$ cat src/hdl/multi_channel_volume_fade_defines.svh
// assertion macros shared by the volume fade block
`ifndef MULTI_CHANNEL_VOLUME_FADE_DEFINES_SVH
`define MULTI_CHANNEL_VOLUME_FADE_DEFINES_SVH

// checked outside reset
`define MCVF_CHECK(lbl, prop, msg) \
   lbl: assert property (@(posedge clock) disable iff (reset) prop) else $error(msg);

// checked on every edge, reset included
`define MCVF_CHECK_ALWAYS(lbl, prop, msg) \
   lbl: assert property (@(posedge clock) prop) else $error(msg);

`endif

$ cat src/hdl/mcvf_pkg.sv
// types and constants of the volume fade block
package mcvf_pkg;

   localparam int CHANNELS  = 4;
   localparam int CH_W      = 2;
   localparam int VOL_W     = 16;
   localparam int MS_W      = 16;
   localparam int PROD_W    = VOL_W + MS_W;
   localparam int ACTIVE_CH = (CHANNELS > (2 ** CH_W)) ? (2 ** CH_W) : CHANNELS;
   localparam int ACH_W     = (ACTIVE_CH > 1) ? $clog2(ACTIVE_CH) : 1;

   localparam logic [VOL_W-1:0] UNITY_VOL = VOL_W'(32768);

   localparam logic OP_SET  = 1'b0;
   localparam logic OP_TICK = 1'b1;

   typedef struct packed {
      logic [VOL_W-1:0] cur_vol;
      logic [VOL_W-1:0] start_vol;
      logic [VOL_W-1:0] end_vol;
      logic [MS_W-1:0]  span_ms;
      logic [MS_W-1:0]  elapsed_ms;
   } entry_type;

   typedef struct packed {
      logic [CH_W-1:0]  out_channel;
      logic [VOL_W-1:0] volume;
      logic             last;
   } rsp_beat_type;

endpackage

$ cat src/hdl/mcvf_req_if.sv
// request channel of the volume fade block
interface mcvf_req_if;
   import mcvf_pkg::*;

   logic             valid;
   logic             ready;
   logic             op;
   logic [CH_W-1:0]  channel;
   logic [VOL_W-1:0] target_volume;
   logic [MS_W-1:0]  fade_ms;
   logic [MS_W-1:0]  delta_ms;

   modport source (output valid, output op, output channel, output target_volume,
                   output fade_ms, output delta_ms, input ready);
   modport sink (input valid, input op, input channel, input target_volume,
                 input fade_ms, input delta_ms, output ready);

endinterface

$ cat src/hdl/mcvf_rsp_if.sv
// response channel of the volume fade block
interface mcvf_rsp_if;
   import mcvf_pkg::*;

   logic             valid;
   logic             ready;
   logic [CH_W-1:0]  out_channel;
   logic [VOL_W-1:0] volume;
   logic             last;

   modport source (output valid, output out_channel, output volume, output last,
                   input ready);
   modport sink (input valid, input out_channel, input volume, input last,
                 output ready);

endinterface

$ cat src/hdl/mcvf_div.sv
// serial restoring divider, one quotient bit per cycle
module mcvf_div (
   input  logic                      clock,
   input  logic                      reset,
   input  logic                      start,
   input  logic [mcvf_pkg::PROD_W-1:0] dividend,
   input  logic [mcvf_pkg::MS_W-1:0]   divisor,
   output logic                      done,
   output logic [mcvf_pkg::VOL_W-1:0]  quotient
);
   import mcvf_pkg::*;

   localparam int CNT_W = $clog2(VOL_W);
   localparam logic [CNT_W-1:0] CNT_LAST = CNT_W'(VOL_W - 1);

   logic             busy_ff;
   logic             done_ff;
   logic [CNT_W-1:0] cnt_ff;
   logic [MS_W-1:0]  rem_ff;
   logic [VOL_W-1:0] quo_ff;
   logic [MS_W-1:0]  dvs_ff;

   logic [MS_W:0]    shifted;
   logic [MS_W:0]    diff;
   logic             ge;

   assign shifted = {rem_ff, quo_ff[VOL_W-1]};
   assign diff    = shifted - {1'b0, dvs_ff};
   assign ge      = (shifted >= {1'b0, dvs_ff});

   always_ff @(posedge clock) begin
      if (reset) begin
         busy_ff <= 1'b0;
         done_ff <= 1'b0;
         cnt_ff  <= '0;
      end else begin
         done_ff <= 1'b0;
         if (start) begin
            busy_ff <= 1'b1;
            cnt_ff  <= '0;
         end else if (busy_ff) begin
            cnt_ff <= cnt_ff + CNT_W'(1);
            if (cnt_ff == CNT_LAST) begin
               busy_ff <= 1'b0;
               done_ff <= 1'b1;
            end
         end
      end
   end

   always_ff @(posedge clock) begin
      if (start) begin
         rem_ff <= dividend[PROD_W-1:VOL_W];
         quo_ff <= dividend[VOL_W-1:0];
         dvs_ff <= divisor;
      end else if (busy_ff) begin
         rem_ff <= ge ? diff[MS_W-1:0] : shifted[MS_W-1:0];
         quo_ff <= {quo_ff[VOL_W-2:0], ge};
      end
   end

   assign done     = done_ff;
   assign quotient = quo_ff;

endmodule

$ cat src/hdl/mcvf_obuf.sv
// output register between the sequencer and the response channel
module mcvf_obuf (
   input  logic                       clock,
   input  logic                       reset,
   input  logic                       in_valid,
   input  mcvf_pkg::rsp_beat_type     in_beat,
   output logic                       in_ready,
   mcvf_rsp_if.source                 rsp_if
);
   import mcvf_pkg::*;

   logic         valid_ff;
   rsp_beat_type beat_ff;

   assign in_ready = !valid_ff || rsp_if.ready;

   always_ff @(posedge clock) begin
      if (reset) begin
         valid_ff <= 1'b0;
      end else if (in_ready) begin
         valid_ff <= in_valid;
      end
   end

   always_ff @(posedge clock) begin
      if (in_ready && in_valid) begin
         beat_ff <= in_beat;
      end
   end

   assign rsp_if.valid       = valid_ff;
   assign rsp_if.out_channel = beat_ff.out_channel;
   assign rsp_if.volume      = beat_ff.volume;
   assign rsp_if.last        = beat_ff.last;

endmodule

$ cat src/hdl/multi_channel_volume_fade.sv
// per-channel linear volume fader, top level
//
// req_if carries commands as valid/ready beats. op set writes one channel: with
// fade_ms zero the target applies at once and one response beat follows; with
// fade_ms nonzero a linear fade starts from the present volume, no response.
// op tick advances every fading channel by delta_ms and gives one response
// beat per such channel in channel order, last set on the final one; a tick
// with no fading channel gives none. Sets to channels past the channel count
// are dropped.
// Channel state sits in a small synchronous RAM with a registered read port. It is
// read ahead of the update and written back once per command or channel, so
// accesses never overlap. A tick scans the channels in order; each fading channel
// passes through calc, multiply, the 16-step serial divider that forms its ramp
// value, and emit. A response beat is registered in the output buffer before it
// shows on rsp_if.
// Commands are taken one at a time; req_if.ready is high only between commands.
// A stalled rsp_if holds the sequencer at its next beat; the output register
// keeps the pending beat stable.
// Synchronous reset sets every channel to unity volume and clears all fades.
module multi_channel_volume_fade (
   input logic        clock,
   input logic        reset,
   mcvf_req_if.sink   req_if,
   mcvf_rsp_if.source rsp_if
);
   import mcvf_pkg::*;

   `include "multi_channel_volume_fade_defines.svh"

   typedef enum logic [2:0] {
      S_IDLE,
      S_SET_WR,
      S_T_SCAN,
      S_T_CALC,
      S_T_MUL,
      S_T_DIV,
      S_EMIT
   } state_type;

   localparam logic [ACH_W-1:0] LAST_CH = ACH_W'(ACTIVE_CH - 1);

   state_type            state_ff, state_in;
   logic [ACH_W-1:0]     idx_ff, idx_in;
   logic                 tick_ff, tick_in;
   logic [VOL_W-1:0]     tgt_ff, tgt_in;
   logic [VOL_W-1:0]     vol_ff, vol_in;
   logic [VOL_W-1:0]     d_ff, d_in;
   logic [MS_W-1:0]      fade_ff, fade_in;
   logic [MS_W-1:0]      delta_ff, delta_in;
   logic [MS_W-1:0]      t_ff, t_in;
   logic                 neg_ff, neg_in;
   logic                 fin_ff, fin_in;
   logic                 last_ff, last_in;
   logic [ACTIVE_CH-1:0] fading_ff, fading_in;
   logic [ACTIVE_CH-1:0] init_ff, init_in;

   entry_type            vol_ram [ACTIVE_CH];
   entry_type            rd_data_ff;
   logic [ACH_W-1:0]     rd_addr;
   logic [ACH_W-1:0]     wr_addr;
   logic                 wr_en;
   entry_type            wr_data;

   logic                 in_range;
   logic [ACH_W-1:0]     req_ch;
   logic [VOL_W-1:0]     tgt_sat;
   logic [VOL_W-1:0]     cur_rd;
   logic [MS_W:0]        t_sum;
   logic [VOL_W-1:0]     ramp_vol;
   logic                 more;
   logic                 div_start;
   logic                 div_done;
   logic [VOL_W-1:0]     div_quo;
   logic [PROD_W-1:0]    prod;
   logic                 obuf_push;
   logic                 obuf_ready;
   rsp_beat_type         push_beat;

   assign req_if.ready = (state_ff == S_IDLE) && !reset;
   assign in_range     = (32'(req_if.channel) < ACTIVE_CH);
   assign req_ch       = req_if.channel[ACH_W-1:0];
   assign tgt_sat      = (req_if.target_volume > UNITY_VOL) ? UNITY_VOL
                                                           : req_if.target_volume;
   assign rd_addr      = (state_ff == S_IDLE) ? req_ch : idx_ff;
   assign cur_rd       = init_ff[idx_ff] ? rd_data_ff.cur_vol : UNITY_VOL;
   assign t_sum        = {1'b0, rd_data_ff.elapsed_ms} + {1'b0, delta_ff};
   assign prod         = PROD_W'(d_ff) * PROD_W'(t_ff);
   assign ramp_vol     = neg_ff ? (rd_data_ff.start_vol - div_quo)
                                : (rd_data_ff.start_vol + div_quo);
   assign div_start    = (state_ff == S_T_MUL);
   assign obuf_push    = (state_ff == S_EMIT);
   assign push_beat    = '{out_channel: CH_W'(idx_ff), volume: vol_ff, last: last_ff};

   // fading channels above the one in work
   always_comb begin
      more = 1'b0;
      for (int j = 0; j < ACTIVE_CH; j++) begin
         if (ACH_W'(j) > idx_ff) begin
            more = more | fading_ff[j];
         end
      end
   end

   always_comb begin
      state_in  = state_ff;
      idx_in    = idx_ff;
      tick_in   = tick_ff;
      tgt_in    = tgt_ff;
      vol_in    = vol_ff;
      d_in      = d_ff;
      fade_in   = fade_ff;
      delta_in  = delta_ff;
      t_in      = t_ff;
      neg_in    = neg_ff;
      fin_in    = fin_ff;
      last_in   = last_ff;
      fading_in = fading_ff;
      init_in   = init_ff;
      wr_en     = 1'b0;
      wr_addr   = idx_ff;
      wr_data   = rd_data_ff;
      case (state_ff)
         S_IDLE: begin
            if (req_if.valid && req_if.ready) begin
               if (req_if.op == OP_TICK) begin
                  tick_in  = 1'b1;
                  delta_in = req_if.delta_ms;
                  idx_in   = '0;
                  state_in = S_T_SCAN;
               end else if (in_range) begin
                  tick_in = 1'b0;
                  idx_in  = req_ch;
                  tgt_in  = tgt_sat;
                  fade_in = req_if.fade_ms;
                  if (req_if.fade_ms == '0) begin
                     wr_en             = 1'b1;
                     wr_addr           = req_ch;
                     wr_data           = '0;
                     wr_data.cur_vol   = tgt_sat;
                     fading_in[req_ch] = 1'b0;
                     init_in[req_ch]   = 1'b1;
                     vol_in            = tgt_sat;
                     last_in           = 1'b1;
                     state_in          = S_EMIT;
                  end else begin
                     state_in = S_SET_WR;
                  end
               end
            end
         end
         S_SET_WR: begin
            wr_en              = 1'b1;
            wr_data.cur_vol    = cur_rd;
            wr_data.start_vol  = cur_rd;
            wr_data.end_vol    = tgt_ff;
            wr_data.span_ms    = fade_ff;
            wr_data.elapsed_ms = '0;
            fading_in[idx_ff]  = 1'b1;
            init_in[idx_ff]    = 1'b1;
            state_in           = S_IDLE;
         end
         S_T_SCAN: begin
            if (fading_ff[idx_ff]) begin
               state_in = S_T_CALC;
            end else if (idx_ff == LAST_CH) begin
               state_in = S_IDLE;
            end else begin
               idx_in = idx_ff + ACH_W'(1);
            end
         end
         S_T_CALC: begin
            if (t_sum >= {1'b0, rd_data_ff.span_ms}) begin
               t_in   = rd_data_ff.span_ms;
               fin_in = 1'b1;
            end else begin
               t_in   = t_sum[MS_W-1:0];
               fin_in = 1'b0;
            end
            neg_in   = (rd_data_ff.end_vol < rd_data_ff.start_vol);
            d_in     = (rd_data_ff.end_vol < rd_data_ff.start_vol)
                     ? (rd_data_ff.start_vol - rd_data_ff.end_vol)
                     : (rd_data_ff.end_vol - rd_data_ff.start_vol);
            state_in = S_T_MUL;
         end
         S_T_MUL: begin
            state_in = S_T_DIV;
         end
         S_T_DIV: begin
            if (div_done) begin
               wr_en              = 1'b1;
               wr_data.cur_vol    = ramp_vol;
               wr_data.elapsed_ms = t_ff;
               if (fin_ff) begin
                  fading_in[idx_ff] = 1'b0;
               end
               vol_in   = ramp_vol;
               last_in  = !more;
               state_in = S_EMIT;
            end
         end
         S_EMIT: begin
            if (obuf_ready) begin
               if (tick_ff && !last_ff) begin
                  idx_in   = idx_ff + ACH_W'(1);
                  state_in = S_T_SCAN;
               end else begin
                  state_in = S_IDLE;
               end
            end
         end
         default: begin
            state_in = S_IDLE;
         end
      endcase
   end

   always_ff @(posedge clock) begin
      if (reset) begin
         state_ff  <= S_IDLE;
         fading_ff <= '0;
         init_ff   <= '0;
         tick_ff   <= 1'b0;
         last_ff   <= 1'b0;
         idx_ff    <= '0;
      end else begin
         state_ff  <= state_in;
         fading_ff <= fading_in;
         init_ff   <= init_in;
         tick_ff   <= tick_in;
         last_ff   <= last_in;
         idx_ff    <= idx_in;
      end
      tgt_ff   <= tgt_in;
      vol_ff   <= vol_in;
      d_ff     <= d_in;
      fade_ff  <= fade_in;
      delta_ff <= delta_in;
      t_ff     <= t_in;
      neg_ff   <= neg_in;
      fin_ff   <= fin_in;
   end

   // channel state ram
   always_ff @(posedge clock) begin
      if (wr_en) begin
         vol_ram[wr_addr] <= wr_data;
      end
      rd_data_ff <= vol_ram[rd_addr];
   end

   mcvf_div u_div (
      .clock    (clock),
      .reset    (reset),
      .start    (div_start),
      .dividend (prod),
      .divisor  (rd_data_ff.span_ms),
      .done     (div_done),
      .quotient (div_quo)
   );

   mcvf_obuf u_obuf (
      .clock    (clock),
      .reset    (reset),
      .in_valid (obuf_push),
      .in_beat  (push_beat),
      .in_ready (obuf_ready),
      .rsp_if   (rsp_if)
   );

   `MCVF_CHECK(a_div_done_in_div, div_done |-> (state_ff == S_T_DIV), "divider done outside wait")
   `MCVF_CHECK(a_vol_unity, obuf_push |-> (push_beat.volume <= UNITY_VOL), "volume above unity")
   `MCVF_CHECK(a_span_nonzero, (state_ff == S_T_CALC) |-> (rd_data_ff.span_ms != '0), "zero span")
   `MCVF_CHECK_ALWAYS(a_reset_clear, reset |=> (state_ff == S_IDLE && fading_ff == '0), "reset")

endmodule
$ cat src/flat_wrapper.sv
// flat-port wrapper written by rule: the top's interface ports become plain ports
module multi_channel_volume_fade_flat import mcvf_pkg::*;
  (clock, reset, req_if_valid, req_if_op, req_if_channel, req_if_target_volume, req_if_fade_ms, req_if_delta_ms, req_if_ready, rsp_if_valid, rsp_if_out_channel, rsp_if_volume, rsp_if_last, rsp_if_ready);
  mcvf_req_if req_if_i ();
  mcvf_rsp_if rsp_if_i ();
  input logic clock;
  input logic reset;
  input wire logic [$bits(req_if_i.valid)-1:0] req_if_valid;
  input wire logic [$bits(req_if_i.op)-1:0] req_if_op;
  input wire logic [$bits(req_if_i.channel)-1:0] req_if_channel;
  input wire logic [$bits(req_if_i.target_volume)-1:0] req_if_target_volume;
  input wire logic [$bits(req_if_i.fade_ms)-1:0] req_if_fade_ms;
  input wire logic [$bits(req_if_i.delta_ms)-1:0] req_if_delta_ms;
  output wire logic [$bits(req_if_i.ready)-1:0] req_if_ready;
  output wire logic [$bits(rsp_if_i.valid)-1:0] rsp_if_valid;
  output wire logic [$bits(rsp_if_i.out_channel)-1:0] rsp_if_out_channel;
  output wire logic [$bits(rsp_if_i.volume)-1:0] rsp_if_volume;
  output wire logic [$bits(rsp_if_i.last)-1:0] rsp_if_last;
  input wire logic [$bits(rsp_if_i.ready)-1:0] rsp_if_ready;
  assign req_if_i.valid = req_if_valid;
  assign req_if_i.op = req_if_op;
  assign req_if_i.channel = req_if_channel;
  assign req_if_i.target_volume = req_if_target_volume;
  assign req_if_i.fade_ms = req_if_fade_ms;
  assign req_if_i.delta_ms = req_if_delta_ms;
  assign req_if_ready = req_if_i.ready;
  assign rsp_if_valid = rsp_if_i.valid;
  assign rsp_if_out_channel = rsp_if_i.out_channel;
  assign rsp_if_volume = rsp_if_i.volume;
  assign rsp_if_last = rsp_if_i.last;
  assign rsp_if_i.ready = rsp_if_ready;
  multi_channel_volume_fade u_core (.clock(clock), .reset(reset), .req_if(req_if_i), .rsp_if(rsp_if_i));
endmodule
$ cat config.mk
export PLATFORM = sky130hd
export DESIGN_NAME = multi_channel_volume_fade_flat
export DESIGN_NICKNAME = d
export VERILOG_FILES = /design/src/hdl/mcvf_pkg.sv /design/src/hdl/mcvf_req_if.sv /design/src/hdl/mcvf_rsp_if.sv /design/src/hdl/mcvf_div.sv /design/src/hdl/mcvf_obuf.sv /design/src/hdl/multi_channel_volume_fade.sv /design/src/flat_wrapper.sv
export VERILOG_INCLUDE_DIRS = /design/src /design/src/hdl
export SDC_FILE = /design/constraint.sdc
export NUM_CORES = 1
export LEC_CHECK = 0
export ABC_AREA = 1
export BUFFER_PORTS_ARGS = -buffer_cell sky130_fd_sc_hd__buf_2
export CORE_MARGIN = 3
export CORE_UTILIZATION = 40
export CTS_CLUSTER_DIAMETER = 30
export DETAILED_ROUTE_END_ITERATION = 7
export PLACE_DENSITY_LB_ADDON = 0.15
export SLEW_MARGIN = 15
export SYNTH_ARGS = -nofsm -noshare
export SYNTH_HDL_FRONTEND = slang
export SYNTH_SLANG_ARGS = --single-unit
$ cat constraint.sdc
create_clock -name clock -period 6.5 [get_ports clock]
set_input_delay 1.3 -clock clock [delete_from_list [all_inputs] [get_ports clock]]
set_output_delay 1.3 -clock clock [all_outputs]
set_load 0.03 [all_outputs]
**Word level (Yosys, flattened, before mapping)**

Memory sizes are Yosys's and may differ from the RTL's. A register that Yosys moved wholly into a read port is not among the register bits.
Index checks and enable logic that the tools add are counted.

- ROM bits: 0
- Bits in writable memories: 320
- Memories kept: 1
- Latch bits: 0
- Logic and storage cells: 188
- Output and inout port bits: 21
- Register bits: 187

- $mul: 1
- Reductions and logical operators: 28
- Magnitude comparators: 12
- Equal/unequal tests: 18
- Add/subtract/negate cells: 8
- Muxes and demuxes: 84
- Bitwise gates (word level): 12
- Shifts and indexed selects: 0
- Divide/modulo/power cells: 0

Memories:

| memory | depth | width | read ports | clocked after memory_dff | write ports | RTL line | text |
|---|---|---|---|---|---|---|---|
| u_core.vol_ram | 4 | 80 | 1 | 1 | 1 | multi_channel_volume_fade.sv:57 | `entry_type vol_ram [ACTIVE_CH];` |

Operators by type and width:

| cell | count |
|---|---|
| $mux 16 | 16 |
| $mux 80 | 3 |
| $pmux 16 s3 | 2 |
| $pmux 48 s2 | 1 |
| $sub 16x16->16 | 4 |
| $ge 17x16->1 | 2 |
| $mul 16x16->32 | 1 |
| $mux 4 | 8 |
| $pmux 16 s2 | 1 |
| $mux 1 | 24 |
| $mux 2 | 12 |
| $mux 3 | 7 |
| $pmux 3 s6 | 1 |
| $add 16x16->17 | 1 |
| $add 16x16->16 | 1 |
| $gt 16x16->1 const B | 1 |
| $logic_not 16->1 | 1 |
| $lt 16x16->1 | 1 |
| $ne 2x2->1 const B | 6 |
| $or 4x4->4 | 3 |
| $pmux 4 s3 | 1 |
| $reduce_and 6->1 | 2 |
| $eq 3x3->1 const B | 3 |
| $and 4x4->4 | 2 |
| other kinds (33) | 59 |

**Longest topological paths before layout**

- Word-level depth: 11
- Depth in mapped cells: 28
- Mapped depth without buffers: 26

**Modules after synthesis**

Synthesis repeated with hierarchy kept, for this count alone.

- Cell total of the unflattened synthesis: 3904
- Area, all modules: 36363.6 sq um

Modules (own cells, without submodules):

| module | sequential area each (sq um) | times used | cells each | area an instance (sq um) |
|---|---|---|---|---|
| multi_channel_volume_fade | 14453.9 | 1 | 3437 | 32190.9 |
| mcvf_div | 1561.5 | 1 | 442 | 3554.7 |
| mcvf_obuf | 590.6 | 1 | 25 | 618.1 |

**Worst setup path before layout**

Ideal clock, no wire load.

- Path type: input -> register
- Start: in reset
- End: mem u_core.vol_ram[0][0] (netlist bit) (enable)
- Slack: 0.036 ns
- Buffers on the path: 0
- Setup time: 0.519 ns
- Arrival: 5.945 ns
- Cell stages on the path: 8
- Data required time: 5.981 ns
- Cell sequence: nor2_4 > nand2_4 > nor2_8 > nand2_8 > nand2_8 > nor2_8 > or2_1 > nor2_1

- Longest elaborated chain between the ends: 7
- Elaborated cells between the ends (all ways): 9
- Classes of those cells: mux (6); reduce/logical (3)

RTL lines:

| element | RTL line | text |
|---|---|---|
| from (decl) | flat_wrapper.sv:7 | `input logic reset;` |
| $logic_not 1->1 (*) | multi_channel_volume_fade.sv:79 | `assign req_if.ready = (state_ff == S_IDLE) && !reset;` |
| $logic_and 1x1->1 (*) | multi_channel_volume_fade.sv:79 |  |
| $logic_and 1x1->1 (*) | multi_channel_volume_fade.sv:124 | `if (req_if.valid && req_if.ready) begin` |
| $mux 1 | multi_channel_volume_fade.sv:124 |  |
| $pmux 1 s3 | multi_channel_volume_fade.sv:122 | `case (state_ff)` |
| $mux 1 | multi_channel_volume_fade.sv:245 | `if (wr_en) begin` |
| $mux 1 (not written as such) | multi_channel_volume_fade.sv:246 | `vol_ram[wr_addr] <= wr_data;` |
| to (decl) | multi_channel_volume_fade.sv:57 |  |

Mark *: on every way between the ends. The rest lies on a longest branch, timed or not.

**Final worst setup path**

- Start: reg u_core.d_ff[12]
- End: reg u_core.u_div.rem_ff[2] (data pin)

- Longest elaborated chain between the ends: 2

RTL lines:

| element | RTL line | text |
|---|---|---|
| from (decl) | multi_channel_volume_fade.sv:47 | `logic [VOL_W-1:0] d_ff, d_in;` |
| from (signal assigned) | multi_channel_volume_fade.sv:235 | `d_ff <= d_in;` |
| $mul 16x16->32 | multi_channel_volume_fade.sv:87 | `assign prod = PROD_W'(d_ff) * PROD_W'(t_ff);` |
| $mux 16 | mcvf_div.sv:52 | `if (start) begin` |
| to (signal assigned) | mcvf_div.sv:53 | `rem_ff <= dividend[PROD_W-1:VOL_W];` |
| to (signal assigned) | mcvf_div.sv:57 | `rem_ff <= ge ? diff[MS_W-1:0] : shifted[MS_W-1:0];` |
| to (decl) | mcvf_div.sv:19 | `logic [MS_W-1:0] rem_ff;` |

Every way passes these cells.
A chain may end at the register's enable or synchronous reset.

==> metrics <==
CP max FO=16; met3 usage=2.98%; final worst-path cycle share=93.9%; hold path depth=0; vias in the first global route=between 20000 and 30000; status=complete, no violations; Routed WL=98500 um; layout cells sized above 1=9.03%; Crit path depth=19; DR vias=26480; initial antenna violation count=1; post-synthesis cell type count=63; DIE HEIGHT=307 um; DR pass1 iterations=6; Final Util=a little under half; I/O pin total=76; dominant synthesized flop cell=edfxtp_1; Synth top area share=40.2%; FILL cells=8480; Placed Cells=4954; Critical path origin=u_core.d_ff[12]$_DFFE_PN_; PD cells=approximately 460 nW/um^2; most used routing layer=met2; RSZ-0062 raised after global routing=false; Min Hold Slack=0.418 ns; Tmin final=6.11 ns; cells along the critical path=nand2_1 -> fa_1 -> fa_1 -> fa_1 -> inv_1 -> fa_1 -> fa_1 -> inv_1 -> fa_1 -> inv_1 -> ha_1 -> nand2_1 -> nand2_1 -> a31oi_1 -> o21ai_0 -> a21oi_1 -> xnor2_1 -> nand2_1 -> nand2_1; CTS tree=yes; clock buffer count from CTS=111; Setup crit end kind=flip-flop; CP Data Required Time=6.91 ns; cell with the most instances after synthesis=nand2_1; grt ovf=0; post-synthesis compound-gate area fraction=9.99%; XOR/XNOR Fraction of Synth Area=1.74%; Mapped Nets=between 4000 and 5000; Slew headroom=32.8%; CTS Root Cell=clkbuf_16; Total GRT Usage=21.2%; adder-cell share of the synthesized area=18.1%; final max-slew violation count=0; Final setup viols=0; worst r2r dst=u_core.u_div.rem_ff[2]$_DFFE_PP_; peak supply drop=0.272 mV; R2R depth=19; Final Hold Fails=0; CP Class=reg -> reg; hold path startpoint=u_core.vol_ff[14]$_DFFE_PP_; CP top delay family=adder cells; post-synthesis sequential area ratio=45.9%; die area=94100 um^2; CTS clk-pin slew, worst paths=0.05 ns; max_cap viols=0; critical path capture point=u_core.u_div.rem_ff[2]$_DFFE_PP_; worst flop-to-flop path startpoint=u_core.d_ff[12]$_DFFE_PN_; Synth area leaders=edfxtp_1, fa_1, nand2_1; Yosys reg bits=between 500 and 600; global-route wire length before repair=155000 um; Cell Area, Synth=36200 um^2; Worst-Margin Slew=1.01 ns; P&R area growth vs syn=14.6%; Avg Vias per Cell=5.13; Synth async-reset ratio=0%; initial core utilization=around two fifths; startpoint types=flip-flop; DR WL/cell=about 19 um; Crit path arrival time=6.52 ns; Remaining DRCs=0; Post-Layout Cell Count=just over 5000; Setup TNS=0 ns; largest area contributor in the netlist=edfxtp_1; top cells by count, synth=nand2_1, inv_1, edfxtp_1; Critical Path Slowest Stage Cell=edfxtp_1; Post-Syn Instances=3839; Sink Count=about 590; Max Root-Sink Buffers=3; GR Util met1=30.4%; Leakage Power=18.4 nW; clock latency on the worst-skew pair=0.65 ns; die width=307 um; Yosys Warn Count=0; Avg Cell Area, Syn=9.43 um^2; Reg2Reg Setup Slack=around 0.39 ns; IO Port Bufs=75; Post-DRT Antenna Nets=0; fin nets=~4400; Row Count=109; EDFF count, synth=485; final RePlAce weighted congestion=0.893; CP bufs+invs=3; core area=89100 um^2; fmax=between 150 and 200 MHz; Simple-Gate Fraction of Synth Area=between 15 and 20%; drt first-iter violations=2087; Top cell by count, worst path=fa_1; DP HPWL=71400 um; clock skew=0.0228 ns; fraction of synthesized area in multiplexers=0.0277%; CTS H-Tree Depth=3; met2 global-route usage=between 30% and 40%; main combinational cell family by area after synthesis=adder cells; pin count of the biggest net entering global routing=around 90; Worst Hold Class=reg -> reg; CP peak stage delay=0.78 ns
[per-stage QoR]
step / instance area (um^2) / power (mW) / setup WS, ns
final: 41500 / 19.1 / 0.394
after global routing: 41500 / 20.4 / 0.0540
after CTS: 41500 / 19.2 / 0.294
after detailed placement: 37500 / 13.2 / 0.323
after global placement: 37500 / 13.2 / 0.278
after floorplan: 36200 / 10.7 / 0.0364
[flip-flops by register name, summed over array words and instances, names as in the netlist, 2 cells and up]
signal	cells
u_core.delta_ff	16
u_core.state_ff	3
u_core.u_div.quotient	16
u_core.init_ff	4
u_core.u_div.rem_ff	16
u_core.fading_ff	4
u_core.t_ff	16
u_core.u_obuf.rsp_if.out_channel	2
u_core.tgt_ff	16
u_core.vol_ram	320
u_core.fade_ff	16
u_core.d_ff	16
u_core.u_div.dvs_ff	16
u_core.u_obuf.rsp_if.volume	16
u_core.rd_data_ff	80
u_core.idx_ff	2
u_core.vol_ff	16
u_core.u_div.cnt_ff	4
[power breakdown]
| part | switching, mW | total (mW) | leakage (nW) | internal [mW] |
|---|---|---|---|---|
| registers | 0.324 | 5.25 | 5.25 | 4.92 |
| clock network | 2.02 | 5.93 | 1.88 | 3.90 |
| logic | 5.42 | 7.94 | 11.3 | 2.52 |
| total | 7.77 | 19.1 | 18.4 | 11.3 |
[worst min path at each step]
stage	end	slack [ns]
final	u_core.u_obuf.rsp_if.volume[14]$_DFFE_PP_	0.42
after global routing	u_core.u_obuf.rsp_if.volume[15]$_DFFE_PP_	0.42
after CTS	u_core.u_obuf.rsp_if.volume[4]$_DFFE_PP_	0.42
after detailed placement	u_core.u_obuf.rsp_if.volume[4]$_DFFE_PP_	0.41
after global placement	u_core.u_obuf.rsp_if.volume[10]$_DFFE_PP_	0.40
after floorplan	u_core.u_obuf.rsp_if.volume[0]$_DFFE_PP_	0.40
[metal layers]
| layer | vias up | wire length [um] |
|---|---|---|
| li1 | 12772 | - |
| met5 | - | 0 |
| met4 | 0 | 2080 |
| met3 | 141 | 5590 |
| met2 | 729 | 44900 |
| met1 | 12838 | 45900 |
[kinds of logic after synthesis]
family	after synthesis
fa+ha+maj	404
buf+inv	777
compound gates	642
flops	587
simple gates	1356
mux	1
xor+xnor	72
[final cells by class]
type                    instances  area, um^2  share of cell area, %
diodes                          1        2.50                0.00603
repair buffers                117         716                   1.73
clock buffers                 127        2890                   6.96
inverters                     612        2300                   5.56
well taps                    1165        1460                   3.51
clock inverters                81        1030                   2.48
multi-input cells            2475       16500                   39.7
flip-flops and latches        587       16600                   40.0
[cell usage in the layout (no fill, tap or decap), types with 8 or more instances in the layout]
cell and n:
o21ai_0 290, clkinv_1 9, nand3b_1 8, inv_2 9, fa_1 199, inv_1 597, nor3_1 25, nor2_1 294
clkinv_2 14, a21oi_1 144, inv_6 15, o22ai_1 85, buf_2 75, bufinv_16 17, xor2_1 39, clkinvlp_4 14
nand3_1 129, ha_1 205, nor2_4 10, buf_4 40, o211ai_1 13, o21ai_1 29, clkbuf_1 11, o21a_1 8
nand2_1 820, edfxtp_1 485, o21bai_1 13, clkbuf_16 111, a21o_1 13, clkinv_4 8, xnor2_1 33, dfxtp_1 102
nand4_1 41, a22o_1 20
[timing repair]
| item | CTS | global route |
|---|---|---|
| endpoints found under the setup margin | 0 | 4 |
| setup buffers | 0 | 2 |
| hold buffers | 0 | 0 |
| resized for setup | 0 | 0 |
No activity file was read; power rests on OpenSTA's default activity.
